$ cat src/rtl/assert_macros.svh
// Assertion macros used by the sorted key table RTL.
`ifndef ASSERT_MACROS_SVH
`define ASSERT_MACROS_SVH

// Same-cycle implication, disabled during reset.
`define ASSERT_IMP(label, clk, rst_n, ante, cons, msg) \
    label: assert property (@(posedge clk) disable iff (!rst_n) (ante) |-> (cons)) \
        else $error(msg);

// Next-cycle implication, disabled during reset.
`define ASSERT_NEXT(label, clk, rst_n, ante, cons, msg) \
    label: assert property (@(posedge clk) disable iff (!rst_n) (ante) |=> (cons)) \
        else $error(msg);

`endif

$ cat src/rtl/skt_pkg.sv
// Package of constants, codes and types for the sorted key table.
`timescale 1ns / 1ps
package skt_pkg;

    localparam int CAPACITY_DEF = 32;
    localparam int ID_BITS_DEF  = 16;
    localparam int KEY_BITS_DEF = 8;

    // fixed field widths on the stream ports
    localparam int FUNC_W   = 3;
    localparam int ID_W     = 16;
    localparam int KEY_W    = 8;
    localparam int STATUS_W = 3;

    localparam int IN_TDATA_W  = ((FUNC_W + ID_W + KEY_W + 7) / 8) * 8;
    localparam int OUT_TDATA_W = ((STATUS_W + ID_W + KEY_W + 7) / 8) * 8;

    typedef logic [FUNC_W-1:0]   t_func;
    typedef logic [STATUS_W-1:0] t_status;

    localparam t_func FUNC_INSERT    = 3'd0;
    localparam t_func FUNC_REMOVE    = 3'd1;
    localparam t_func FUNC_FIND      = 3'd2;
    localparam t_func FUNC_LIST_ASC  = 3'd3;
    localparam t_func FUNC_LIST_DESC = 3'd4;

    localparam t_status ST_OK        = 3'd0;
    localparam t_status ST_DUP       = 3'd1;
    localparam t_status ST_NOT_FOUND = 3'd2;
    localparam t_status ST_EMPTY     = 3'd3;
    localparam t_status ST_FULL      = 3'd4;

endpackage

$ cat src/rtl/skt_ram.sv
// Generic single-write, single-read RAM with registered read data.
`timescale 1ns / 1ps
module skt_ram #(
    parameter int WIDTH = 24,
    parameter int DEPTH = 32
) (
    input  logic                     i_clk,
    input  logic                     i_we,
    input  logic [$clog2(DEPTH)-1:0] i_waddr,
    input  logic [WIDTH-1:0]         i_wdata,
    input  logic [$clog2(DEPTH)-1:0] i_raddr,
    output logic [WIDTH-1:0]         o_rdata
);

    logic [WIDTH-1:0] r_mem [DEPTH];
    logic [WIDTH-1:0] r_q;

    always_ff @(posedge i_clk) begin
        if (i_we) begin
            r_mem[i_waddr] <= i_wdata;
        end
        r_q <= r_mem[i_raddr];
    end

    assign o_rdata = r_q;

endmodule

$ cat src/rtl/sorted_key_table.sv
// Sorted key table: (id, key) entries in one RAM, kept in ascending key order.
// Insert/remove/find: scan of all N entries, then, for an insert or remove that succeeds,
// a shift of the tail one entry per cycle, then one result.
// List: per entry a RAM read, then an output register load that waits while the output is full; N results.
// One request is in flight at a time; s_axis_tready is high only while idle.
// Reset (i_rst_n low, synchronous) empties the table; RAM contents are not cleared.
`timescale 1ns / 1ps
module sorted_key_table #(
    parameter int CAPACITY = skt_pkg::CAPACITY_DEF,
    parameter int ID_BITS  = skt_pkg::ID_BITS_DEF,
    parameter int KEY_BITS = skt_pkg::KEY_BITS_DEF
) (
    input  logic                           i_clk,
    input  logic                           i_rst_n,
    // request stream
    input  logic                           s_axis_tvalid,
    output logic                           s_axis_tready,
    // tdata: func[2:0], entry_id[18:3], sort_key[26:19], zero fill above
    input  logic [skt_pkg::IN_TDATA_W-1:0] s_axis_tdata,
    // result stream
    output logic                           m_axis_tvalid,
    input  logic                           m_axis_tready,
    // tdata: status[2:0], out_id[18:3], out_key[26:19], zero fill above
    output logic [skt_pkg::OUT_TDATA_W-1:0] m_axis_tdata,
    output logic                           m_axis_tlast
);

`include "assert_macros.svh"

    localparam int CW = $clog2(CAPACITY + 1);   // count / index width
    localparam int AW = $clog2(CAPACITY);       // RAM address width
    localparam int EW = ID_BITS + KEY_BITS;     // RAM entry: {id, key}
    localparam int PAD_W = skt_pkg::OUT_TDATA_W - skt_pkg::STATUS_W
                         - skt_pkg::ID_W - skt_pkg::KEY_W;

    localparam logic [CW-1:0] CNT_ONE = CW'(1);
    localparam logic [CW-1:0] CNT_MAX = CW'(CAPACITY);

    // sequencer states
    localparam logic [2:0] S_IDLE   = 3'd0;
    localparam logic [2:0] S_SCAN   = 3'd1;
    localparam logic [2:0] S_DECIDE = 3'd2;
    localparam logic [2:0] S_SHUP   = 3'd3;
    localparam logic [2:0] S_SHDN   = 3'd4;
    localparam logic [2:0] S_LRD    = 3'd5;
    localparam logic [2:0] S_LWT    = 3'd6;
    localparam logic [2:0] S_RESP   = 3'd7;

    // request fields unpacked from tdata
    skt_pkg::t_func        in_func;
    logic [skt_pkg::ID_W-1:0]  in_id;
    logic [skt_pkg::KEY_W-1:0] in_key;

    assign in_func = s_axis_tdata[skt_pkg::FUNC_W-1:0];
    assign in_id   = s_axis_tdata[skt_pkg::FUNC_W +: skt_pkg::ID_W];
    assign in_key  = s_axis_tdata[skt_pkg::FUNC_W + skt_pkg::ID_W +: skt_pkg::KEY_W];

    // control state
    logic [2:0]            r_state, n_state;
    logic [CW-1:0]         r_count, n_count;   // fill count
    logic [CW-1:0]         r_idx,   n_idx;     // next RAM read position
    logic                  r_pv,    n_pv;      // RAM read data pending this cycle
    logic [CW-1:0]         r_pidx,  n_pidx;    // position of the pending data
    logic                  r_found, n_found;
    logic                  r_ipset, n_ipset;   // insert position already fixed
    logic                  r_ovalid, n_ovalid;

    // payload
    skt_pkg::t_func        r_func,  n_func;
    logic [ID_BITS-1:0]    r_id,    n_id;
    logic [KEY_BITS-1:0]   r_key,   n_key;
    logic [CW-1:0]         r_fpos,  n_fpos;
    logic [KEY_BITS-1:0]   r_fkey,  n_fkey;
    logic [CW-1:0]         r_ipos,  n_ipos;
    skt_pkg::t_status      r_rstatus, n_rstatus;
    skt_pkg::t_status      r_ostatus, n_ostatus;
    logic [skt_pkg::ID_W-1:0]  r_oid,  n_oid;
    logic [skt_pkg::KEY_W-1:0] r_okey, n_okey;
    logic                  r_olast, n_olast;

    // RAM port
    logic                  ram_we;
    logic [AW-1:0]         ram_waddr;
    logic [EW-1:0]         ram_wdata;
    logic [AW-1:0]         ram_raddr;
    logic [EW-1:0]         ram_q;

    logic [ID_BITS-1:0]    q_id;
    logic [KEY_BITS-1:0]   q_key;
    logic                  s_acc;
    logic                  out_free;
    logic [CW-1:0]         list_src;
    logic                  list_last;

    assign q_id  = ram_q[EW-1:KEY_BITS];
    assign q_key = ram_q[KEY_BITS-1:0];

    assign s_axis_tready = (r_state == S_IDLE);
    assign s_acc         = s_axis_tvalid && s_axis_tready;
    // output register can take a new result this cycle
    assign out_free      = !r_ovalid || m_axis_tready;

    // descending lists walk from the top slot down
    assign list_src  = (r_func == skt_pkg::FUNC_LIST_ASC) ? r_idx
                                                           : (r_count - CNT_ONE - r_idx);
    assign list_last = ((r_idx + CNT_ONE) == r_count);

    skt_ram #(
        .WIDTH (EW),
        .DEPTH (CAPACITY)
    ) u_ram (
        .i_clk   (i_clk),
        .i_we    (ram_we),
        .i_waddr (ram_waddr),
        .i_wdata (ram_wdata),
        .i_raddr (ram_raddr),
        .o_rdata (ram_q)
    );

    always_comb begin
        n_state   = r_state;
        n_count   = r_count;
        n_idx     = r_idx;
        n_pv      = r_pv;
        n_pidx    = r_pidx;
        n_found   = r_found;
        n_ipset   = r_ipset;
        n_func    = r_func;
        n_id      = r_id;
        n_key     = r_key;
        n_fpos    = r_fpos;
        n_fkey    = r_fkey;
        n_ipos    = r_ipos;
        n_rstatus = r_rstatus;
        n_ostatus = r_ostatus;
        n_oid     = r_oid;
        n_okey    = r_okey;
        n_olast   = r_olast;
        n_ovalid  = r_ovalid;

        ram_we    = 1'b0;
        ram_waddr = r_pidx[AW-1:0];
        ram_wdata = ram_q;
        ram_raddr = r_idx[AW-1:0];

        // result taken downstream
        if (r_ovalid && m_axis_tready) begin
            n_ovalid = 1'b0;
        end

        case (r_state)
            S_IDLE: begin
                if (s_acc) begin
                    n_func  = in_func;
                    n_id    = ID_BITS'(in_id);
                    n_key   = KEY_BITS'(in_key);
                    n_idx   = '0;
                    n_pv    = 1'b0;
                    n_found = 1'b0;
                    n_ipset = 1'b0;
                    n_ipos  = r_count;          // append unless a slot is found
                    case (in_func)
                        skt_pkg::FUNC_INSERT: begin
                            n_state = S_SCAN;
                        end
                        skt_pkg::FUNC_REMOVE, skt_pkg::FUNC_FIND: begin
                            if (r_count == '0) begin
                                n_rstatus = skt_pkg::ST_EMPTY;
                                n_state   = S_RESP;
                            end else begin
                                n_state = S_SCAN;
                            end
                        end
                        skt_pkg::FUNC_LIST_ASC, skt_pkg::FUNC_LIST_DESC: begin
                            if (r_count == '0) begin
                                n_rstatus = skt_pkg::ST_EMPTY;
                                n_state   = S_RESP;
                            end else begin
                                n_state = S_LRD;
                            end
                        end
                        default: begin
                            n_state = S_IDLE;   // unknown request: dropped
                        end
                    endcase
                end
            end

            S_SCAN: begin
                // compare the entry read last cycle
                if (r_pv) begin
                    if (!r_found && (q_id == r_id)) begin
                        n_found = 1'b1;
                        n_fpos  = r_pidx;
                        n_fkey  = q_key;
                    end
                    // slot 0 only on a strictly smaller key, later slots on >=
                    if (!r_ipset && (((r_pidx == '0) && (r_key < q_key)) ||
                                     ((r_pidx != '0) && (q_key >= r_key)))) begin
                        n_ipset = 1'b1;
                        n_ipos  = r_pidx;
                    end
                end
                if (r_idx < r_count) begin
                    n_pv   = 1'b1;
                    n_pidx = r_idx;
                    n_idx  = r_idx + CNT_ONE;
                end else begin
                    n_pv = 1'b0;
                    if (!r_pv) begin
                        n_state = S_DECIDE;
                    end
                end
            end

            S_DECIDE: begin
                n_pv = 1'b0;
                case (r_func)
                    skt_pkg::FUNC_INSERT: begin
                        if (r_found) begin
                            n_rstatus = skt_pkg::ST_DUP;
                            n_state   = S_RESP;
                        end else if (r_count == CNT_MAX) begin
                            n_rstatus = skt_pkg::ST_FULL;
                            n_state   = S_RESP;
                        end else begin
                            n_idx   = r_count;
                            n_state = S_SHUP;
                        end
                    end
                    skt_pkg::FUNC_REMOVE: begin
                        if (!r_found) begin
                            n_rstatus = skt_pkg::ST_NOT_FOUND;
                            n_state   = S_RESP;
                        end else begin
                            n_idx   = r_fpos;
                            n_state = S_SHDN;
                        end
                    end
                    skt_pkg::FUNC_FIND: begin
                        n_rstatus = r_found ? skt_pkg::ST_OK : skt_pkg::ST_NOT_FOUND;
                        n_state   = S_RESP;
                    end
                    default: begin
                        n_state = S_IDLE;
                    end
                endcase
            end

            S_SHUP: begin
                // open a gap: slot i takes slot i-1, from the top down
                if (r_pv) begin
                    ram_we = 1'b1;
                end
                if (r_idx > r_ipos) begin
                    ram_raddr = AW'(r_idx - CNT_ONE);
                    n_pv      = 1'b1;
                    n_pidx    = r_idx;
                    n_idx     = r_idx - CNT_ONE;
                end else begin
                    n_pv = 1'b0;
                    if (!r_pv) begin
                        ram_we    = 1'b1;
                        ram_waddr = r_ipos[AW-1:0];
                        ram_wdata = {r_id, r_key};
                        n_count   = r_count + CNT_ONE;
                        n_rstatus = skt_pkg::ST_OK;
                        n_state   = S_RESP;
                    end
                end
            end

            S_SHDN: begin
                // close the gap: slot i takes slot i+1, from the found slot up
                if (r_pv) begin
                    ram_we = 1'b1;
                end
                if ((r_idx + CNT_ONE) < r_count) begin
                    ram_raddr = AW'(r_idx + CNT_ONE);
                    n_pv      = 1'b1;
                    n_pidx    = r_idx;
                    n_idx     = r_idx + CNT_ONE;
                end else begin
                    n_pv = 1'b0;
                    if (!r_pv) begin
                        n_count   = r_count - CNT_ONE;
                        n_rstatus = skt_pkg::ST_OK;
                        n_state   = S_RESP;
                    end
                end
            end

            S_LRD: begin
                ram_raddr = list_src[AW-1:0];
                n_state   = S_LWT;
            end

            S_LWT: begin
                // hold the address so the read data stays put while stalled
                ram_raddr = list_src[AW-1:0];
                if (out_free) begin
                    n_ovalid  = 1'b1;
                    n_ostatus = skt_pkg::ST_OK;
                    n_oid     = skt_pkg::ID_W'(q_id);
                    n_okey    = skt_pkg::KEY_W'(q_key);
                    n_olast   = list_last;
                    if (list_last) begin
                        n_state = S_IDLE;
                    end else begin
                        n_idx   = r_idx + CNT_ONE;
                        n_state = S_LRD;
                    end
                end
            end

            S_RESP: begin
                if (out_free) begin
                    n_ovalid  = 1'b1;
                    n_ostatus = r_rstatus;
                    n_olast   = 1'b1;
                    if ((r_func == skt_pkg::FUNC_FIND) && (r_rstatus == skt_pkg::ST_OK)) begin
                        n_oid  = skt_pkg::ID_W'(r_id);
                        n_okey = skt_pkg::KEY_W'(r_fkey);
                    end else begin
                        n_oid  = '0;
                        n_okey = '0;
                    end
                    n_state = S_IDLE;
                end
            end

            default: begin
                n_state = S_IDLE;
            end
        endcase
    end

    always_ff @(posedge i_clk) begin
        if (!i_rst_n) begin
            r_state  <= S_IDLE;
            r_count  <= '0;
            r_idx    <= '0;
            r_pv     <= 1'b0;
            r_found  <= 1'b0;
            r_ipset  <= 1'b0;
            r_ovalid <= 1'b0;
        end else begin
            r_state  <= n_state;
            r_count  <= n_count;
            r_idx    <= n_idx;
            r_pv     <= n_pv;
            r_found  <= n_found;
            r_ipset  <= n_ipset;
            r_ovalid <= n_ovalid;
        end
    end

    always_ff @(posedge i_clk) begin
        r_pidx    <= n_pidx;
        r_func    <= n_func;
        r_id      <= n_id;
        r_key     <= n_key;
        r_fpos    <= n_fpos;
        r_fkey    <= n_fkey;
        r_ipos    <= n_ipos;
        r_rstatus <= n_rstatus;
        r_ostatus <= n_ostatus;
        r_oid     <= n_oid;
        r_okey    <= n_okey;
        r_olast   <= n_olast;
    end

    assign m_axis_tvalid = r_ovalid;
    assign m_axis_tdata  = {{PAD_W{1'b0}}, r_okey, r_oid, r_ostatus};
    assign m_axis_tlast  = r_olast;

    // fill count stays within the table
    `ASSERT_IMP(a_count_range, i_clk, i_rst_n, 1'b1, r_count <= CNT_MAX,
                "fill count above capacity")
    // the fill count only moves at the end of a shift
    `ASSERT_NEXT(a_count_hold, i_clk, i_rst_n, (r_state != S_SHUP) && (r_state != S_SHDN),
                 $stable(r_count), "fill count changed outside a shift")
    // only list walks give results that are not final, and those carry ok
    `ASSERT_IMP(a_nonlast_ok, i_clk, i_rst_n, m_axis_tvalid && !m_axis_tlast,
                r_ostatus == skt_pkg::ST_OK, "non-final result with error status")
    // no RAM read is left pending when a new request can enter
    `ASSERT_IMP(a_idle_clean, i_clk, i_rst_n, s_axis_tready, !r_pv,
                "pending RAM read while idle")

endmodule

$ cat config.mk
export PLATFORM = sky130hd
export DESIGN_NAME = sorted_key_table
export DESIGN_NICKNAME = d
export VERILOG_FILES = /design/src/rtl/skt_pkg.sv /design/src/rtl/skt_ram.sv /design/src/rtl/sorted_key_table.sv
export VERILOG_INCLUDE_DIRS = /design/src /design/src/rtl
export SDC_FILE = /design/constraint.sdc
export NUM_CORES = 1
export LEC_CHECK = 0
export ABC_AREA = 1
export ABC_CLOCK_PERIOD_IN_PS = 6850
export BUFFER_PORTS_ARGS = -buffer_cell sky130_fd_sc_hd__buf_2
export CORE_AREA = 2 2 342 344
export DETAILED_ROUTE_END_ITERATION = 10
export DIE_AREA = 0 0 344 346
export SKIP_CTS_REPAIR_TIMING = 1
export SLEW_MARGIN = 30
export SYNTH_ARGS = -nofsm -noshare
export SYNTH_HDL_FRONTEND = slang
export SYNTH_SLANG_ARGS = --single-unit
$ cat constraint.sdc
create_clock -name i_clk -period 6.85 [get_ports i_clk]
set_input_delay 0.685 -clock i_clk [delete_from_list [all_inputs] [get_ports i_clk]]
set_output_delay 0.685 -clock i_clk [all_outputs]
set_load 0.05 [all_outputs]
==> results of run 1 <==
[per-layer routing]
metal | vias up | global-route usage (%)
met5 | - | 0
met3 | 131 | 2.05
li1 | 13100 | -
met2 | 911 | 28.3
met1 | 13200 | 23.3
met4 | 0 | 4.54
[kinds of logic after synthesis]
| kind of cell | Yosys count | synth area share (%) |
|---|---|---|
| AOI/OAI and AO/OA | 164 | 2.41 |
| xor gates and xnor gates | 15 | 0.328 |
| adders and majority gates | 34 | 1.08 |
| buffers and inverters | 749 | 7.50 |
| DFF | 895 | 65.9 |
| other | 1 | 0.00935 |
| and+or+nand+nor | 1991 | 22.7 |
[critical path: cells and delay by family, from the launching register on]
kind,cells,cell delay (ns)
compound gates,2,0.82
simple gates,11,1.82
buf+inv,3,0.78
flops,1,0.67
fa+ha+maj,2,0.71
[how the worst max path moves through the flow]
stage / startpoint / end / slack (ns) / cells after the start
after floorplan: r_idx[0] / u_ram.r_mem[0][1] / 3.28 / 9
after global placement: r_idx[0] / u_ram.o_rdata[8] / 1.89 / 18
after detailed placement: r_idx[0] / u_ram.o_rdata[11] / 1.87 / 18
after CTS: r_idx[0] / u_ram.o_rdata[11] / 1.87 / 18
after global routing: r_idx[2] / u_ram.o_rdata[8] / 1.45 / 19
final: r_idx[0] / u_ram.o_rdata[11] / 1.81 / 18
[through the flow]
| stage | hold slack [ns] | util, % | cell area [sq um] |
|---|---|---|---|
| 2_1_floorplan | 0.430 | - | 40100 |
| 3_3_place_gp | 0.457 | 36.6 | 42200 |
| 3_5_place_dp | 0.463 | 37.1 | 42800 |
| 4_1_cts | 0.175 | 39.7 | 45800 |
| 5_1_grt | 0.189 | 39.9 | 46000 |
| 6_report | 0.203 | 39.9 | 46000 |
[power breakdown]
part / switching, mW / internal [mW] / total [mW]
clock network: 2.11 / 2.92 / 5.03
logic: 6.80 / 2.48 / 9.29
registers: 0.239 / 7.19 / 7.43
[cells in the final DEF, fill, tap and decap left out, types with 16 or more instances in the layout]
cell type,Yosys,routed
dfxtp_1,43,43
ha_1,33,33
nand2_1,898,898
a21oi_1,37,36
clkinv_1,4,23
nor2_4,0,25
buf_4,8,45
buf_2,135,60
clkinv_2,0,17
o21ai_2,1,19
nor2_1,82,49
nand3b_1,120,120
clkbuf_16,0,95
buf_16,0,25
clkbuf_1,51,26
o31ai_1,16,16
o21ai_0,79,56
nand3_1,856,855
edfxtp_1,852,852
inv_1,517,515
[registers in the layout, indices dropped and copies added (netlist names)]
name and cells:
u_ram.r_mem 768, u_ram.o_rdata 24, r_id 16, r_oid 16, r_fkey 8, r_key 8
r_okey 8, r_count 6, r_fpos 6, r_idx 6, r_ipos 6, r_pidx 6
r_func 3, r_ostatus 3, r_rstatus 3, r_state 3, m_axis_tlast 1, m_axis_tvalid 1
r_found 1, r_ipset 1, r_pv 1
[final cells by class]
cell class	instances	area [sq um]	share of cell area, %
clock inverters	51	500	1.09
inverters	523	1970	4.27
well taps	1524	1910	4.15
flip-flops and latches	895	26400	57.5
clock buffers	126	2540	5.53
multi-input cells	2209	11100	24.1
repair buffers	143	1570	3.42
==> results by group, run 1 <==
STA
  • Max Clock Freq: approximately 200 MHz
  • Final WS setup: 1.81 ns
  • Skew final: 0.0303 ns
  • Post-route setup TNS: 0 ns
  • Max Slew Vio Count: 0
  • Unrepaired setup endpoints after global routing: no
  • Final setup vio count: 0
  • Final Hold Viols: 0
  • Slew @ Worst Pin: just under 1 ns
  • Final worst-path cycle share: 73.5%
  • Post-layout minimum cycle time: 5.04 ns
  • Max-slew headroom: 34.5%

Detailed routing
  • Vias per cell: around 5
  • Initial detailed-routing violation count: 2669
  • Top layer in use: met4
  • Metal-1 WL: 44500 um
  • WL/cell: 18.8 um
  • Residual DRC count: 1
  • DR pass1 iterations: 9
  • Post-DRT Antenna Nets: 0
  • Wirelength, routed: around 100000 um
  • WL met2: 49800 um
  • Met3 wire length: 6870 um
  • DR vias: 27.4k

Die
  • Core area: 115000 sq um
  • Chip height: 346 um
  • Die area: 119000 sq um
  • Rows: 125
  • Die Span X: 344 um
  • Initial Utilization: 34.8%
  • I/O pin total: just over 70

Min path
  • Worst-case hold path end point: r_id[9]
  • Hold path cells: 1
  • Hold Path Class: input port to flip-flop
  • Hold_sp: s_axis_tdata[12]

Critical path
  • Reg2Reg Depth: 18
  • Worst Setup Start Kind: flip-flop
  • Max incr delay on CP: between 0.7 and 0.8 ns
  • Required @ worst endpoint: 7.45 ns
  • Reg-to-reg slack, setup: 1.81 ns
  • CP arrival: 5.63 ns
  • Most frequent CP cell: nand2_1
  • CP max stage cell: a21oi_4
  • Critical Path Fanout Max: 100
  • R2R Path Start: r_idx[0]
  • Critical path class: flip-flop to flip-flop
  • Critical path cell sequence: inv_1 > ha_1 > ha_1 > inv_1 > nor2_1 > o21ai_0 > nand3_1 > nand2_1 > a21oi_4 > nand2_8 > buf_12 > nand2_1 > nand3_1 > nand3_1 > nand3_1 > nand2_1 > nand2_1 > nand2_1
  • CP endpoint kind: flip-flop
  • RR Endpoint: u_ram.o_rdata[11]

Synth
  • Synth area leaders: edfxtp_1 64%, nand3_1 11%, nand2_1 8.4%, inv_1 4.8%, nand3b_1 2.2%
  • Synth Warn #: 0
  • Post-Syn Area: 40100 sq um
  • Number of synthesized flops with an enable pin: ~850
  • Top FF cell, synth: edfxtp_1
  • Post-synthesis sequential area ratio: roughly two thirds
  • Post-Syn Area per Cell: approximately 10 sq um
  • Post-synth top cells: 898 x nand2_1, 856 x nand3_1, 852 x edfxtp_1
  • Post-synth top area cell: edfxtp_1
  • Most frequent cell after synthesis: nand2_1
  • #FFs+latches synth: just under 900
  • Syn Inst Count: between 3k and 4k
  • Cell variety after synth: 48
  • Top cell type's share of synthesized area: 63.8%
  • Async set-reset flop share out of synthesis: 0%

Global route
  • Vias in the first global route: 25.9k
  • GRT Util Overall: 17.0%
  • Remaining global-route overflow: 0
  • First-pass GRT wire length: 156000 um
  • Initial antenna violation count: 0
  • Largest net degree at the start of global routing: 180

Clock network
  • CTS sink cnt: 895
  • Cts bufs inserted: 94
  • Reg clk slew, reported paths: around 0.06 ns
  • Clock Tree Root: clkbuf_16
  • Htree depth: 3
  • Clk buf depth: 3
  • Clk_lat worst skew: ~0.67 ns
  • CTS tree: yes

Finish
  • Final non-filler cell total: 5471
  • Fillers: 10.9k
  • Diode count: 0
  • Syn-to-layout area delta: 14.7%
  • Fraction of layout cells with a size suffix above 1: 9.02%
  • Nets: 3936

Run status
  • Failing checks: DRC
  • Status: finished, violations left

Placed design
  • HPWL Detailed: 58800 um
  • Setup Slack @ Placement: 1.87 ns
  • Placed cells: 5287
  • Placer Congestion: 0.862
  • Port buffer count: 60

Power and ir drop
  • PwrDens: approximately 470 nW/um^2
  • Leakage: 18.2 nW
  • Peak supply drop: ~0.43 mV
  • Total power: around 22 mW

Job
  • Max-Cap Viols: 0
Note: power is estimated with default switching activity, not from simulation.
==> inputs of run 2 (changes only) <==
--- a/config.mk
+++ b/config.mk
@@ -7,7 +7,7 @@
 export NUM_CORES = 1
 export LEC_CHECK = 0
 export ABC_AREA = 1
-export ABC_CLOCK_PERIOD_IN_PS = 6850
+export ABC_CLOCK_PERIOD_IN_PS = 4850
 export BUFFER_PORTS_ARGS = -buffer_cell sky130_fd_sc_hd__buf_2
 export CORE_AREA = 2 2 342 344
 export DETAILED_ROUTE_END_ITERATION = 10
==> constraint.sdc (replaced) <==
create_clock -name i_clk -period 4.85 [get_ports i_clk]
set_input_delay 0.485 -clock i_clk [delete_from_list [all_inputs] [get_ports i_clk]]
set_output_delay 0.485 -clock i_clk [all_outputs]
set_load 0.05 [all_outputs]
==> run 2 against run 1 <==
Compared with the run above:
- the flow now finishes without violations
- final cell count up 0.64%
- non-clock buffer count rose by 36
- core utilization is essentially flat
- combinational power grew 46%
- sequential cell count is the same
- clock skew decreased by 0.015 ns
- clock power is 44% higher
- worst hold slack worse by 0.19 ns
- critical endpoint is now u_ram.o_rdata[14]
- largest cell class unchanged
==> results by group, run 2 (synthesis results as in run 1) <==
Clock network
  • Cts bufs inserted: 96 (was 94)
  • Htree depth: 3 (unchanged)
  • Clk_lat worst skew: 0.65 ns (was 0.67 ns)
  • CTS sink cnt: 895 (unchanged)
  • CTS tree: yes (unchanged)
  • Clock Tree Root: clkbuf_16 (unchanged)
  • Reg clk slew, reported paths: 0.06 ns (about the same)
  • Clk buf depth: 3 (unchanged)

Die
  • Initial Utilization: 34.8% (unchanged)
  • Die Span X: 344 um (unchanged)
  • Die area: 119000 sq um (unchanged)
  • Core area: 115000 sq um (unchanged)
  • Rows: 125 (unchanged)
  • Chip height: 346 um (unchanged)
  • I/O pin total: 71 (unchanged)

Critical path
  • CP endpoint kind: flip-flop (unchanged)
  • Worst Setup Start Kind: flip-flop (unchanged)
  • Reg-to-reg slack, setup: 0.58 ns (was 1.81 ns)
  • CP arrival: 4.80 ns (was 5.63 ns)
  • Required @ worst endpoint: 5.38 ns (was 7.45 ns)
  • RR Endpoint: u_ram.o_rdata[14] (was u_ram.o_rdata[11])
  • Critical Path Fanout Max: 58 (was 100)
  • Critical path class: flip-flop to flip-flop (unchanged)
  • Reg2Reg Depth: 20 (was 18)
  • R2R Path Start: r_idx[2] (was r_idx[0])

STA
  • Max Slew Vio Count: 0 (unchanged)
  • Final worst-path cycle share: 88.1% (was 73.5%)
  • Unrepaired setup endpoints after global routing: no (unchanged)
  • Final setup vio count: 0 (unchanged)
  • Post-layout minimum cycle time: 4.27 ns (was 5.04 ns)
  • Slew @ Worst Pin: 0.888 ns (was 0.979 ns)
  • Max Clock Freq: 234 MHz (was 199 MHz)
  • Final Hold Viols: 0 (unchanged)
  • Post-route setup TNS: 0 ns (unchanged)
  • Skew final: 0.0154 ns (was 0.0303 ns)
  • Max-slew headroom: 40.8% (was 34.5%)

Detailed routing
  • DR vias: 27.6k (was 27.4k)
  • Post-DRT Antenna Nets: 0 (unchanged)
  • DR pass1 iterations: 7 (was 9)
  • WL/cell: 19.0 um (was 18.8 um)
  • Vias per cell: 5.01 (was 5.00)
  • Wirelength, routed: 104000 um (was 103000 um)
  • Residual DRC count: 0 (was 1)
  • Initial detailed-routing violation count: 2538 (was 2669)

Global route
  • Remaining global-route overflow: 0 (unchanged)
  • Vias in the first global route: 26.2k (was 25.9k)
  • GRT Util Overall: 17.3% (was 17.0%)
  • Initial antenna violation count: 0 (unchanged)
  • First-pass GRT wire length: 159000 um (was 156000 um)
  • Largest net degree at the start of global routing: 110 (was 180)

Finish
  • Post-route core utilization: 39.9% (about the same)
  • Max reg flops: 768 (unchanged)
  • Fraction of layout cells with a size suffix above 1: 9.90% (was 9.02%)
  • Most flops, register: u_ram.r_mem (unchanged)
  • Fillers: 11.0k (was 10.9k)
  • Syn-to-layout area delta: 14.7% (about the same)
  • Finished layout cell area: 46000 sq um (about the same)
  • Commonest non-fill, non-tap cell in the layout: nand2_1 (unchanged)
  • Commonest cells after routing, fill and taps aside: 898 x nand2_1, 855 x nand3_1, 852 x edfxtp_1 (unchanged)
  • Nets: 3974 (was 3936)

Power and ir drop
  • Peak supply drop: 0.520 mV (was 0.429 mV)
  • Clk network pwr share: 23.1% (about the same)
  • Switching Fraction: 41.7% (was 42.1%)
  • Internal Pwr Total: 18.2 mW (was 12.6 mW)
  • Net Switching: 13.0 mW (was 9.16 mW)
  • Leakage: 18.3 nW (was 18.2 nW)
  • PwrDens: 680 nW/um^2 (was 473 nW/um^2)
  • Gate power share: 43.4% (was 42.7%)
  • Reg power frac: 33.5% (was 34.2%)

Placed design
  • HPWL Detailed: 58100 um (was 58800 um)
  • Port buffer count: 60 (unchanged)
  • Area after DPL: 42900 sq um (was 42800 sq um)
  • Placer Congestion: 0.875 (was 0.862)

Min path
  • Hold path cells: 1 (unchanged)
  • Hold Path Class: input port to flip-flop (unchanged)
  • Hold_sp: s_axis_tdata[3] (was s_axis_tdata[12])
  • Worst-case hold path end point: r_id[0] (was r_id[9])

Run status
  • Status: finished clean (was finished, violations left)

Job
  • Max-Cap Viols: 0 (unchanged)
==> run 2: cell types whose count changed in the layout (fill, tap and decap cells not counted), sizes merged <==
cell | previous run | this run
clkbuf | 126 | 121
dlygate4sd3 | 0 | 3
clkinvlp | 2 | 4
buf | 143 | 175
bufinv | 8 | 9
diode | 0 | 1
clkinv | 42 | 44
inv | 522 | 521
==> run 2: worst max-delay path by stage <==
| stage | end | slack [ns] | startpoint |
|---|---|---|---|
| 6_report | u_ram.o_rdata[14] | 0.58 | r_idx[2] |
| 5_1_grt | u_ram.o_rdata[12] | 0.14 | r_idx[2] |
| 4_1_cts | u_ram.o_rdata[14] | 0.58 | r_idx[2] |
| 3_5_place_dp | u_ram.o_rdata[12] | 0.58 | r_idx[2] |
| 3_3_place_gp | u_ram.o_rdata[12] | 0.64 | r_idx[2] |
| 2_1_floorplan | u_ram.r_mem[0][1] | 1.28 | r_idx[0] |
==> run 2: worst max-delay path, cell delays in order (launching register included) <==
cell     delay (ns)
dfxtp_1        0.69
nand3_1        0.19
nor3_1         0.23
xor2_1         0.13
ha_1           0.31
nand2_1        0.07
nor2_1         0.16
o21ai_0        0.14
nand2_1        0.10
nand2_1        0.12
nand4_4        0.20
nand2_8        0.18
nand2_8        0.30
buf_4          0.61
nand2_1        0.10
nand3_1        0.10
nand3_1        0.12
nand3_1        0.17
nand2_1        0.07
nand2_1        0.06
nand2_1        0.06
==> run 2: cell type report <==
| cell class | count | area [sq um] | area share (%) |
|---|---|---|---|
| flip-flops and latches | 895 | 26400 | 57.5 |
| repair buffers | 179 | 1560 | 3.39 |
| diodes | 1 | 2.50 | 0.00544 |
| well taps | 1524 | 1910 | 4.14 |
| clock inverters | 55 | 505 | 1.10 |
| multi-input cells | 2209 | 11000 | 24.0 |
| clock buffers | 120 | 2610 | 5.66 |
| inverters | 523 | 1970 | 4.27 |
==> run 2: power groups by stage <==
stage	sequential, mW	clock, mW	combinational, mW
6_report	10.5	7.23	13.6
5_1_grt	10.5	7.66	15.0
4_1_cts	10.5	7.35	13.5
3_5_place_dp	10.6	0	13.5
3_3_place_gp	10.6	0	13.3
2_1_floorplan	10.7	0	8.53
==> run 2: metrics by stage <==
| stage | hold WS, ns | total power, mW | cells | worst slack, ns |
|---|---|---|---|---|
| 3_3_place_gp | 0.458 | 23.9 | 5326 | 0.638 |
| 6_report | 0.0164 | 31.3 | 5506 | 0.578 |
| 5_1_grt | 0.00186 | 33.2 | 5505 | 0.138 |
| 3_5_place_dp | 0.468 | 24.1 | 5326 | 0.581 |
| 2_1_floorplan | 0.430 | 19.2 | 3853 | 1.28 |
| 4_1_cts | -0.0219 | 31.3 | 5501 | 0.583 |
==> run 2: metal layers <==
metal  share of wire [%]  global-route usage [%]
met5                   0                       0
met4                 1.5                    3.82
met3                 6.8                    2.29
met2                  48                    29.0
met1                  44                    23.9
